**src/hdl/strict_priority_task_queues_assert.svh**
```systemverilog
// Assertion shorthands for the strict-priority task queues.
// Each expects clk_i and rst_ni in scope.
`ifndef STRICT_PRIORITY_TASK_QUEUES_ASSERT_SVH
`define STRICT_PRIORITY_TASK_QUEUES_ASSERT_SVH

// Same-cycle implication.
`define SPQ_ASSERT_IMPL(label, ante, cons) \
  label: assert property (@(posedge clk_i) disable iff (!rst_ni) (ante) |-> (cons)) \
    else $error("spq assertion failed");

// Next-cycle implication.
`define SPQ_ASSERT_NEXT(label, ante, cons) \
  label: assert property (@(posedge clk_i) disable iff (!rst_ni) (ante) |=> (cons)) \
    else $error("spq assertion failed");

`endif

```
**src/hdl/spq_pkg.sv**
```systemverilog
package spq_pkg;

  localparam int unsigned FieldW = 32;

  typedef enum logic [1:0] {
    OP_ENQ   = 2'd0,
    OP_DEQ   = 2'd1,
    OP_FLUSH = 2'd2,
    OP_RSVD  = 2'd3
  } op_e;

  typedef enum logic [2:0] {
    ST_ENQ   = 3'd0,
    ST_DROP  = 3'd1,
    ST_DEQ   = 3'd2,
    ST_EMPTY = 3'd3,
    ST_FLUSH = 3'd4
  } status_e;

  typedef struct packed {
    logic [1:0]        func;
    logic [1:0]        priority_req;
    logic [FieldW-1:0] task_function;
    logic [FieldW-1:0] task_argument;
  } spq_in_t;

  typedef struct packed {
    logic [2:0]        status;
    logic [1:0]        served_level;
    logic [FieldW-1:0] out_function;
    logic [FieldW-1:0] out_argument;
  } spq_out_t;

endpackage

```
**src/hdl/spq_ram.sv**
```systemverilog
module spq_ram #(
  parameter int unsigned Width = 64,
  parameter int unsigned Depth = 64
) (
  input  logic                     clk_i,
  input  logic                     we_i,
  input  logic [$clog2(Depth)-1:0] waddr_i,
  input  logic [Width-1:0]         wdata_i,
  input  logic                     re_i,
  input  logic [$clog2(Depth)-1:0] raddr_i,
  output logic [Width-1:0]         rdata_o
);

  logic [Width-1:0] mem_q [Depth];
  logic [Width-1:0] rdata_q;

  always_ff @(posedge clk_i) begin
    if (we_i) begin
      mem_q[waddr_i] <= wdata_i;
    end
    if (re_i) begin
      rdata_q <= mem_q[raddr_i];
    end
  end

  assign rdata_o = rdata_q;

endmodule

```
**src/hdl/strict_priority_task_queues.sv**
```systemverilog
// Channel | Direction | Handshake             | Payload
// --------+-----------+-----------------------+-----------------------------------
// in      | input     | in_valid_i/in_stall_o | in_data_i  (op, level, func, arg)
// out     | output    | out_valid_o/out_stall_i| out_data_o (status, level, func, arg)
//
// Enqueue, flush, an empty dequeue and the reserved op load the output register at accept.
// A dequeue that finds a task loads its result from the task store's registered read port.
// One transaction is in flight at a time; the result sits in an output register.
// Reset clears pointers, counts and control at once; the task store is not cleared.
// in_stall_o is high while a dequeue read is pending or while a held result is stalled.
module strict_priority_task_queues #(
  parameter int unsigned PRIO_LEVELS = 4,
  parameter int unsigned QUEUE_DEPTH = 16,
  parameter int unsigned HANDLE_BITS = 32
) (
  input  logic             clk_i,
  input  logic             rst_ni,
  input  logic             in_valid_i,
  output logic             in_stall_o,
  input  spq_pkg::spq_in_t in_data_i,
  output logic             out_valid_o,
  input  logic             out_stall_i,
  output spq_pkg::spq_out_t out_data_o
);

  import spq_pkg::*;

  `include "strict_priority_task_queues_assert.svh"

  localparam int unsigned LvlW   = (PRIO_LEVELS > 1) ? $clog2(PRIO_LEVELS) : 1;
  localparam int unsigned PtrW   = $clog2(QUEUE_DEPTH);
  localparam int unsigned CntW   = $clog2(QUEUE_DEPTH + 1);
  localparam int unsigned Slots  = PRIO_LEVELS * QUEUE_DEPTH;
  localparam int unsigned AddrW  = $clog2(Slots);
  localparam int unsigned WordW  = 2 * HANDLE_BITS;

  // Sequencer: idle, or waiting for task store read data.
  localparam logic S_IDLE = 1'b0;
  localparam logic S_READ = 1'b1;

  logic state_q, state_d;

  // Per-level FIFO bookkeeping.
  logic [PtrW-1:0] head_q [PRIO_LEVELS];
  logic [PtrW-1:0] head_d [PRIO_LEVELS];
  logic [PtrW-1:0] tail_q [PRIO_LEVELS];
  logic [PtrW-1:0] tail_d [PRIO_LEVELS];
  logic [CntW-1:0] count_q [PRIO_LEVELS];
  logic [CntW-1:0] count_d [PRIO_LEVELS];

  logic             out_valid_q, out_valid_d;
  spq_out_t         out_q, out_d;
  logic [LvlW-1:0]  served_q, served_d;

  logic             in_accept;
  logic             lvl_ok;
  logic [LvlW-1:0]  lvl_idx;
  logic             is_enq, is_deq, is_flush;
  logic             enq_ok;
  logic [PRIO_LEVELS-1:0] level_nonempty;
  logic [PRIO_LEVELS-1:0] eligible;
  logic [LvlW-1:0]  sel_lvl;
  logic             deq_hit;

  logic             ram_we;
  logic [AddrW-1:0] ram_waddr;
  logic [WordW-1:0] ram_wdata;
  logic             ram_re;
  logic [AddrW-1:0] ram_raddr;
  logic [WordW-1:0] ram_rdata;

  function automatic logic [AddrW-1:0] slot_addr(logic [LvlW-1:0] lvl, logic [PtrW-1:0] ptr);
    logic [AddrW-1:0] base;
    base = AddrW'(AddrW'(lvl) * AddrW'(QUEUE_DEPTH));
    return base + AddrW'(ptr);
  endfunction

  function automatic logic [PtrW-1:0] wrap_inc(logic [PtrW-1:0] p);
    return (p == PtrW'(QUEUE_DEPTH - 1)) ? '0 : p + 1'b1;
  endfunction

  // Handshake: one transaction at a time; the output slot must be free after this edge.
  assign in_stall_o = (state_q == S_READ) || (out_valid_q && out_stall_i);
  assign in_accept  = in_valid_i && !in_stall_o;

  assign is_enq   = (in_data_i.func == OP_ENQ);
  assign is_deq   = (in_data_i.func == OP_DEQ);
  assign is_flush = (in_data_i.func == OP_FLUSH);

  assign lvl_ok  = (32'(in_data_i.priority_req) < PRIO_LEVELS);
  assign lvl_idx = LvlW'(in_data_i.priority_req);

  // Eligible levels for a dequeue, then the highest one wins.
  always_comb begin
    for (int l = 0; l < PRIO_LEVELS; l++) begin
      level_nonempty[l] = (count_q[l] != '0);
      eligible[l] = level_nonempty[l] && lvl_ok && (l >= int'(in_data_i.priority_req));
    end
  end

  always_comb begin
    sel_lvl = '0;
    for (int l = 0; l < PRIO_LEVELS; l++) begin
      if (eligible[l]) begin
        sel_lvl = LvlW'(l);
      end
    end
  end

  assign deq_hit = is_deq && (|eligible);
  assign enq_ok  = is_enq && lvl_ok && (count_q[lvl_idx] != CntW'(QUEUE_DEPTH));

  // Task store ports: enqueue writes at the tail, dequeue reads at the head.
  assign ram_we    = in_accept && enq_ok;
  assign ram_waddr = slot_addr(lvl_idx, tail_q[lvl_idx]);
  assign ram_wdata = {in_data_i.task_function[HANDLE_BITS-1:0],
                      in_data_i.task_argument[HANDLE_BITS-1:0]};
  assign ram_re    = in_accept && deq_hit;
  assign ram_raddr = slot_addr(sel_lvl, head_q[sel_lvl]);

  spq_ram #(
    .Width (WordW),
    .Depth (Slots)
  ) u_task_store (
    .clk_i   (clk_i),
    .we_i    (ram_we),
    .waddr_i (ram_waddr),
    .wdata_i (ram_wdata),
    .re_i    (ram_re),
    .raddr_i (ram_raddr),
    .rdata_o (ram_rdata)
  );

  // Pointer and count updates happen at the accept edge.
  always_comb begin
    for (int l = 0; l < PRIO_LEVELS; l++) begin
      head_d[l]  = head_q[l];
      tail_d[l]  = tail_q[l];
      count_d[l] = count_q[l];
      if (in_accept) begin
        if (is_flush) begin
          head_d[l]  = '0;
          tail_d[l]  = '0;
          count_d[l] = '0;
        end else if (enq_ok && (lvl_idx == LvlW'(l))) begin
          tail_d[l]  = wrap_inc(tail_q[l]);
          count_d[l] = count_q[l] + 1'b1;
        end else if (deq_hit && (sel_lvl == LvlW'(l))) begin
          head_d[l]  = wrap_inc(head_q[l]);
          count_d[l] = count_q[l] - 1'b1;
        end
      end
    end
  end

  // Result path: most results load at accept; a dequeue hit loads from the store next cycle.
  always_comb begin
    state_d     = state_q;
    served_d    = served_q;
    out_d       = out_q;
    out_valid_d = out_valid_q && out_stall_i;
    unique case (state_q)
      S_IDLE: begin
        if (in_accept) begin
          if (deq_hit) begin
            state_d  = S_READ;
            served_d = sel_lvl;
          end else begin
            out_valid_d         = 1'b1;
            out_d.served_level  = '0;
            out_d.out_function  = '0;
            out_d.out_argument  = '0;
            priority if (is_flush) begin
              out_d.status = ST_FLUSH;
            end else if (enq_ok) begin
              out_d.status = ST_ENQ;
            end else if (is_enq) begin
              out_d.status = ST_DROP;
            end else begin
              out_d.status = ST_EMPTY;
            end
          end
        end
      end
      S_READ: begin
        state_d            = S_IDLE;
        out_valid_d        = 1'b1;
        out_d.status       = ST_DEQ;
        out_d.served_level = 2'(served_q);
        out_d.out_function = FieldW'(ram_rdata[WordW-1:HANDLE_BITS]);
        out_d.out_argument = FieldW'(ram_rdata[HANDLE_BITS-1:0]);
      end
      default: begin
        state_d = S_IDLE;
      end
    endcase
  end

  always_ff @(posedge clk_i or negedge rst_ni) begin
    if (!rst_ni) begin
      state_q     <= S_IDLE;
      out_valid_q <= 1'b0;
      for (int l = 0; l < PRIO_LEVELS; l++) begin
        head_q[l]  <= '0;
        tail_q[l]  <= '0;
        count_q[l] <= '0;
      end
    end else begin
      state_q     <= state_d;
      out_valid_q <= out_valid_d;
      head_q      <= head_d;
      tail_q      <= tail_d;
      count_q     <= count_d;
    end
  end

  always_ff @(posedge clk_i) begin
    out_q    <= out_d;
    served_q <= served_d;
  end

  assign out_valid_o = out_valid_q;
  assign out_data_o  = out_q;

  // The output slot is always free while the store read is pending.
  `SPQ_ASSERT_IMPL(a_read_slot_free, state_q == S_READ, !out_valid_q)

  // A flush leaves every level empty.
  `SPQ_ASSERT_NEXT(a_flush_clears, in_accept && is_flush, level_nonempty == '0)

  // No result appears without a transaction behind it.
  `SPQ_ASSERT_NEXT(a_no_spurious_out, !in_accept && state_q == S_IDLE && !out_valid_q,
    !out_valid_q)

  // No level ever holds more than its depth.
  for (genvar g = 0; g < PRIO_LEVELS; g++) begin : g_cnt_chk
    `SPQ_ASSERT_IMPL(a_count_bound, 1'b1, count_q[g] <= CntW'(QUEUE_DEPTH))
  end

endmodule

```
**config.mk**
```make
export PLATFORM = sky130hd
export DESIGN_NAME = strict_priority_task_queues
export DESIGN_NICKNAME = d
export VERILOG_FILES = /design/src/hdl/spq_pkg.sv /design/src/hdl/spq_ram.sv /design/src/hdl/strict_priority_task_queues.sv
export VERILOG_INCLUDE_DIRS = /design/src /design/src/hdl
export SDC_FILE = /design/constraint.sdc
export NUM_CORES = 2
export LEC_CHECK = 0
export ABC_AREA = 0
export BUFFER_PORTS_ARGS = -buffer_cell sky130_fd_sc_hd__buf_2
export CORE_MARGIN = 2
export CORE_UTILIZATION = 45
export CTS_CLUSTER_DIAMETER = 120
export CTS_CLUSTER_SIZE = 24
export DETAILED_ROUTE_END_ITERATION = 8
export GPL_ROUTABILITY_DRIVEN = 0
export MAX_ROUTING_LAYER = met4
export SYNTH_ARGS = -nofsm -noshare
export SYNTH_HDL_FRONTEND = slang
export SYNTH_SLANG_ARGS = --single-unit
```
**constraint.sdc**
```tcl
create_clock -name clk_i -period 7.3 [get_ports clk_i]
set_clock_uncertainty 0.2 [all_clocks]
set_input_delay 1.095 -clock clk_i [delete_from_list [all_inputs] [get_ports clk_i]]
set_output_delay 1.095 -clock clk_i [all_outputs]
set_load 0.01 [all_outputs]
```
## Word level (Yosys, flattened, before mapping)

Memories as Yosys holds them, arrays and structs flattened. A register that Yosys moved wholly into a read port is not among the register bits.
Cells that the tools add are included.
W data, S select, Z words.

| storage, ports and cells | value |
|---|---|
| word-level logic and storage cells | 188 |
| memories | 1 |
| bits in writable memories | 4096 |
| register bits | 125 |
| output and inout port bits | 71 |
| input port bits | 72 |

| cells by class | value |
|---|---|
| $lt $le $gt $ge | 5 |
| reduce and logical (&&, ||, !) cells | 53 |
| multiplexer cells | 66 |
| add/subtract/negate cells | 18 |
| bitwise gates (word level) | 3 |
| eq/ne operators | 23 |

Memories:

| name | words | width | rd ports | clocked after Yosys merged registers in | write ports | RTL line | source |
|---|---|---|---|---|---|---|---|
| u_task_store.mem_q | 64 | 64 | 1 | 1 | 1 | spq_ram.sv:14 | `logic [Width-1:0] mem_q [Depth];` |

Operators by type and width:

| operator | number |
|---|---|
| $mux W69 | 2 |
| $pmux W69 S2 | 1 |
| $mux W4 | 32 |
| $mux W5 | 14 |
| $add A4 B1 Y4 const B | 8 |
| $eq A4 B4 Y1 const B | 8 |
| $add A5 B1 Y5 const B | 4 |
| $reduce_bool A5 Y1 | 4 |
| $sub A5 B1 Y5 const B | 4 |
| $reduce_and A2 Y1 | 9 |
| $logic_and A1 B1 Y1 | 17 |
| $bmux W4 S2 | 2 |
| $reduce_bool A2 Y1 | 8 |
| $reduce_and A3 Y1 | 5 |
| $add A6 B4 Y6 | 2 |
| $ne A2 B2 Y1 const B | 6 |
| $reduce_bool A3 Y1 | 4 |
| $bmux W5 S2 | 1 |
| $eq A2 B2 Y1 const B | 5 |
| $mux W2 | 4 |
| $mux W1 | 7 |
| $eq A2 B1 Y1 const B | 3 |
| $ge A3 B3 Y1 const B | 2 |
| $logic_not A2 Y1 | 3 |
| 10 further kinds | 13 |

## Logic depth before layout (Yosys ltp)

| depth | value |
|---|---|
| depth after elaboration | 11 |
| mapped depth | 15 |
| gate-level depth less buffers | 12 |

## Hierarchy

From an unflattened synthesis, not the netlist that was laid out.

| second synthesis, totals | value |
|---|---|
| cell total of the unflattened synthesis | 7137 |
| area total of the unflattened synthesis | 163210.3 µm² |

Modules (own cells, without submodules):

| module | sequential area each (µm²) | cells each | area an instance (µm²) | instances |
|---|---|---|---|---|
| spq_ram | 124919.8 | 6598 | 156989.3 | 1 |
| strict_priority_task_queues | 3483.3 | 539 | 6221.0 | 1 |

## Worst setup path after synthesis

OpenSTA, ideal clock, no wires.

| timing path | value |
|---|---|
| path type | in2reg |
| start | input port in_data_i[65] (netlist bit) |
| end | memory u_task_store.mem_q[39][0], enable pin |
| path buffers | 1 |
| data required time | 6.612 ns |
| slack | 1.281 ns |
| setup time | 0.488 ns |
| data arrival time | 5.331 ns |
| stages on the path | 6 |
| cells stage by stage | clkbuf_1 o311ai_0 a211oi_1 and3_1 nand3_1 nor2_1 |

| on the way | value |
|---|---|
| cells in the longest elaborated chain, start to end | 9 |
| elaborated cells between the ends (all ways) | 13 |
| classes of those cells | add/sub: 1; eq/ne: 1; mux: 8; bitwise: 1; reduce/logical: 2 |

Ends and longest elaborated chain:

| element | RTL line | source |
|---|---|---|
| start: declaration | strict_priority_task_queues.sv:20 | `input spq_pkg::spq_in_t in_data_i,` |
| $not A2 Y3 (not written as such) | strict_priority_task_queues.sv:111, strict_priority_task_queues.sv:115 |  |
| $bmux W5 S2 | strict_priority_task_queues.sv:111 | `assign enq_ok = is_enq && lvl_ok && (count_q[lvl_idx] != CntW'(QUEUE_DEPTH));` |
| $mux W5 (not written as such) (2 in a row) | strict_priority_task_queues.sv:111 |  |
| $ne A5 B5 Y1 | strict_priority_task_queues.sv:111 |  |
| $logic_and A1 B1 Y1 | strict_priority_task_queues.sv:111 |  |
| $logic_and A1 B1 Y1 | strict_priority_task_queues.sv:114 | `assign ram_we = in_accept && enq_ok;` |
| $mux W1 | spq_ram.sv:18 | `if (we_i) begin` |
| $mux W1 (not written as such) | spq_ram.sv:19 | `mem_q[waddr_i] <= wdata_i;` |
| end: declaration | spq_ram.sv:14 |  |

Parallel ways exist; a longest one is shown, timed or not. The select of a mux whose other input is x is not followed.

## Worst setup path after layout

| timing path | value |
|---|---|
| start | register count_q[0] (netlist bit) |
| end | register u_task_store.rdata_q[18] (netlist: u_task_store.rdata_o[18]) (read register of u_task_store.mem_q), data pin |

| on the way | value |
|---|---|
| cells in the longest elaborated chain, start to end | 7 |
| elaborated cells between the ends (all ways) | 10 |
| classes of those cells | add/sub: 1; mux: 4; bitwise: 1; reduce/logical: 4 |

Ends and longest elaborated chain:

| element | RTL line | source |
|---|---|---|
| start: declaration | strict_priority_task_queues.sv:48 | `logic [CntW-1:0] count_q [PRIO_LEVELS];` |
| start signal: assignment | strict_priority_task_queues.sv:213 | `count_q <= count_d;` |
| $reduce_bool A5 Y1 * | strict_priority_task_queues.sv:96 | `level_nonempty[l] = (count_q[l] != '0);` |
| $mux W2 | strict_priority_task_queues.sv:104 | `if (eligible[l]) begin` |
| $not A2 Y3 (not written as such) | strict_priority_task_queues.sv:119 | `assign ram_raddr = slot_addr(sel_lvl, head_q[sel_lvl]);` |
| $bmux W4 S2 | strict_priority_task_queues.sv:119 |  |
| $mux W4 (not written as such) (2 in a row) | strict_priority_task_queues.sv:119 |  |
| $add A6 B4 Y6 | strict_priority_task_queues.sv:75 | `return base + AddrW'(ptr);` |
| end: declaration | spq_ram.sv:15 | `logic [Width-1:0] rdata_q;` |

Every way passes the cells marked *; elsewhere a longest branch is shown, timed or not. The select of a mux whose other input is x is not followed.
A chain may end at the register's enable or synchronous reset.

==> impl_results.md <==
- CTS H-Tree Depth: 4
- Net Count, Synth: 9,792
- Top cells by area, synth: edfxtp_1 77%, mux4_2 5.7%, nand2_1 4.4%
- Die Ht: 608 microns
- Core Region: 363,000 sq um
- YS warnings: 0
- Fmax: 180 MHz
- Clock sink count: 4,285
- PD cells: 369 nW/um^2
- Worst slew margin: 10.3%
- Largest net degree at the start of global routing: 121
- CTS tree: done
- Crit. End Element: register
- Placement Rows: 221
- Sequential fraction of the synthesis area: 78.1%
- TritonCTS Buffers: 203
- Post-route setup slack: 1.74 ns
- Register area: 128,000 sq um
- Antenna Violating Nets Remaining: 0
- Fin util: 49.1%
- CP max FO: 57
- Antenna violations before repair: 48
- Leak pwr: 56.1 nW
- Total Routed Length: 529,000 microns
- CTS Buffer Depth: 4
- Max-cap violation count: 0
- Total track usage: 28.8%
- Tmin final: 5.56 ns
- I/O pins: 143
- RSZ-0062 raised after global routing: no
- Syn Area/Cell: 17.0 sq um
- Reg clk slew, reported paths: 0.11 ns
- GRT overflow: 0
- Reg2Reg Capture Point: u_task_store.rdata_o[18]
- Post-DP HPWL: 281,000 microns
- RR Startpoint: count_q[0]
- Number of flops mapped to enable cells by yosys: 4,231
- Area grow syn2layout: 8.44%
- Outcome: finished clean
- DRT iter0 DRCs: 15,400
- Total negative slack: 0 ns
- Most instantiated cells after synthesis: 4,231 x edfxtp_1, 1,938 x nand2_1, 591 x nand3_1, 417 x mux4_2, 300 x mux2i_1
- Avg WL per Cell: 36.1 microns
- DRC viols: 0
- Via density per instance: 6.49
- Vias post-DR: 95,000
- Root Driver: clkbuf_16
- Port Buffers: 142
- Initial core utilization: 45.3%
- Dpl ws: 1.61 ns
- Setup crit start kind: register
- Worst skew pair latency: 0.98 ns
- Critical path launch point: count_q[0]
- Fin Hold WS: 0.0538 ns
- Chip Width: 608 microns
- Share of layout cells above drive strength 1: 12.1%
- Cells after Synth: 9,692
- # Post-CTS Setup Buffers: 0
- Area occupied by multi-input gates: 33,900 sq um
- Synthesized area: 164,000 sq um
- Yosys top cell by area: edfxtp_1
- Final period util: 76.2%
- Post-CTS sizing: 0
- # hold bufs at CTS: 0
- Maximum vdd drop: 0.536 mV
- Post-synth cell types: 71
- Final hold vios: 0
- Worst Setup EP: u_task_store.rdata_o[18]
- Req. time, crit path: 7.78 ns
- Slew @ Worst Pin: 1.34 ns
- R2R depth: 10
- Length of the first detailed-routing pass in iterations: 6
- Main synth FF type: edfxtp_1
- Share of the synthesized area in the top cell type: 77.3%
- Vias in the first global route: 89,100
- FF+latch count, synth: 4,285
- CP arrival: 6.04 ns
- Max-slew violation total from the final report: 0
- First-pass GRT wire length: 723,000 microns
- Fillers: 29,600
- Die ar.: 370,000 sq um
- Asr flop ratio synth: 1.26%
- Most numerous cell in the Yosys netlist: edfxtp_1
- Final #Nets: 9,887
- Hold WC Path Type: input port to async pin
- Final Setup Violations: 0
- WS Path Type: register to register
- R2R setup slack: 1.74 ns
## placed cells by master (no fill, tap or decap), types with 143 or more instances in the layout
| cell type | n |
|---|---|
| clkbuf_16 | 204 |
| mux4_2 | 417 |
| edfxtp_1 | 4231 |
| a21oi_1 | 143 |
| nand4_1 | 192 |
| a31oi_1 | 246 |
| mux2i_1 | 300 |
| buf_4 | 203 |
| nand3_1 | 590 |
| nand2_1 | 1936 |
## power breakdown
group / total [mW] / leakage, nW / switching [mW] / internal, mW
combinational: 25.2 / 14.7 / 16.4 / 8.85
clock: 12.7 / 2.66 / 7.60 / 5.12
sequential: 27.8 / 38.8 / 0.327 / 27.5
## logic make-up after synthesis
kind of cell	share of synthesized area (%)
DFF	78.1
adders and majority gates	0.231
xor gates and xnor gates	0.0533
muxes	7.55
buffers and inverters	1.67
AOI/OAI and AO/OA	4.25
and+or+nand+nor	8.11
## critical path, cell delays in order, from the launching register on
cell and delay [ns]:
dfrtp_1 0.49, or4_1 0.69, nor2_2 0.46, a31oi_1 0.32, nand2_8 0.72, buf_12 0.43, buf_12 0.32, mux4_2 0.53
a22o_1 0.25, a2111oi_0 0.63, nand4_1 0.14
## worst min-delay path by stage
| stage | from | end | slack (ns) | cells past startpoint |
|---|---|---|---|---|
| floorplan | count_q[13] | count_q[13] | 0.28 | 2 |
| CTS | rst_ni | count_q[15] | 0.04 | 2 |
| finish | rst_ni | count_q[15] | 0.05 | 2 |
| global route | rst_ni | count_q[15] | 0.12 | 2 |
| global placement | out_valid_o | out_valid_o | 0.29 | 1 |
| detailed placement | out_valid_o | out_valid_o | 0.31 | 1 |
## routing by layer
metal  routed length (microns)  global-route usage (%)  vias to the layer above
met3                     53200                    4.04                      995
met5                         0                       -                        -
met4                     22000                    10.3                        0
met2                    251000                    45.1                     6019
met1                    203000                    38.7                    50100
li1                          -                       -                    37900
## area by class of cell
cell class,count,area share (%)
inverter,15,0.0316
antenna,30,0.0421
multi-input combinational,4832,19.0
clock buffer,222,2.90
tap,4794,3.37
sequential,4285,72.1
timing repair buffer,450,2.44
clock inverter,17,0.156
## sequential cells by signal (all words and copies together) (netlist names)
name / count
state_q: 1
u_task_store.mem_q: 4096
head_q: 16
tail_q: 16
u_task_store.rdata_o: 64
count_q: 20
served_q: 2
out_valid_o: 1
out_data_o: 69
## stage by stage
step	total power [mW]	instance area, sq um	instances
2_1_floorplan	44.9	164000	9692
3_3_place_gp	53.2	173000	14400
3_5_place_dp	53.5	173000	14400
4_1_cts	65.8	178000	14600
5_1_grt	68.2	178000	14600
6_report	65.7	178000	14600
Note: power is estimated with default switching activity, not from simulation.
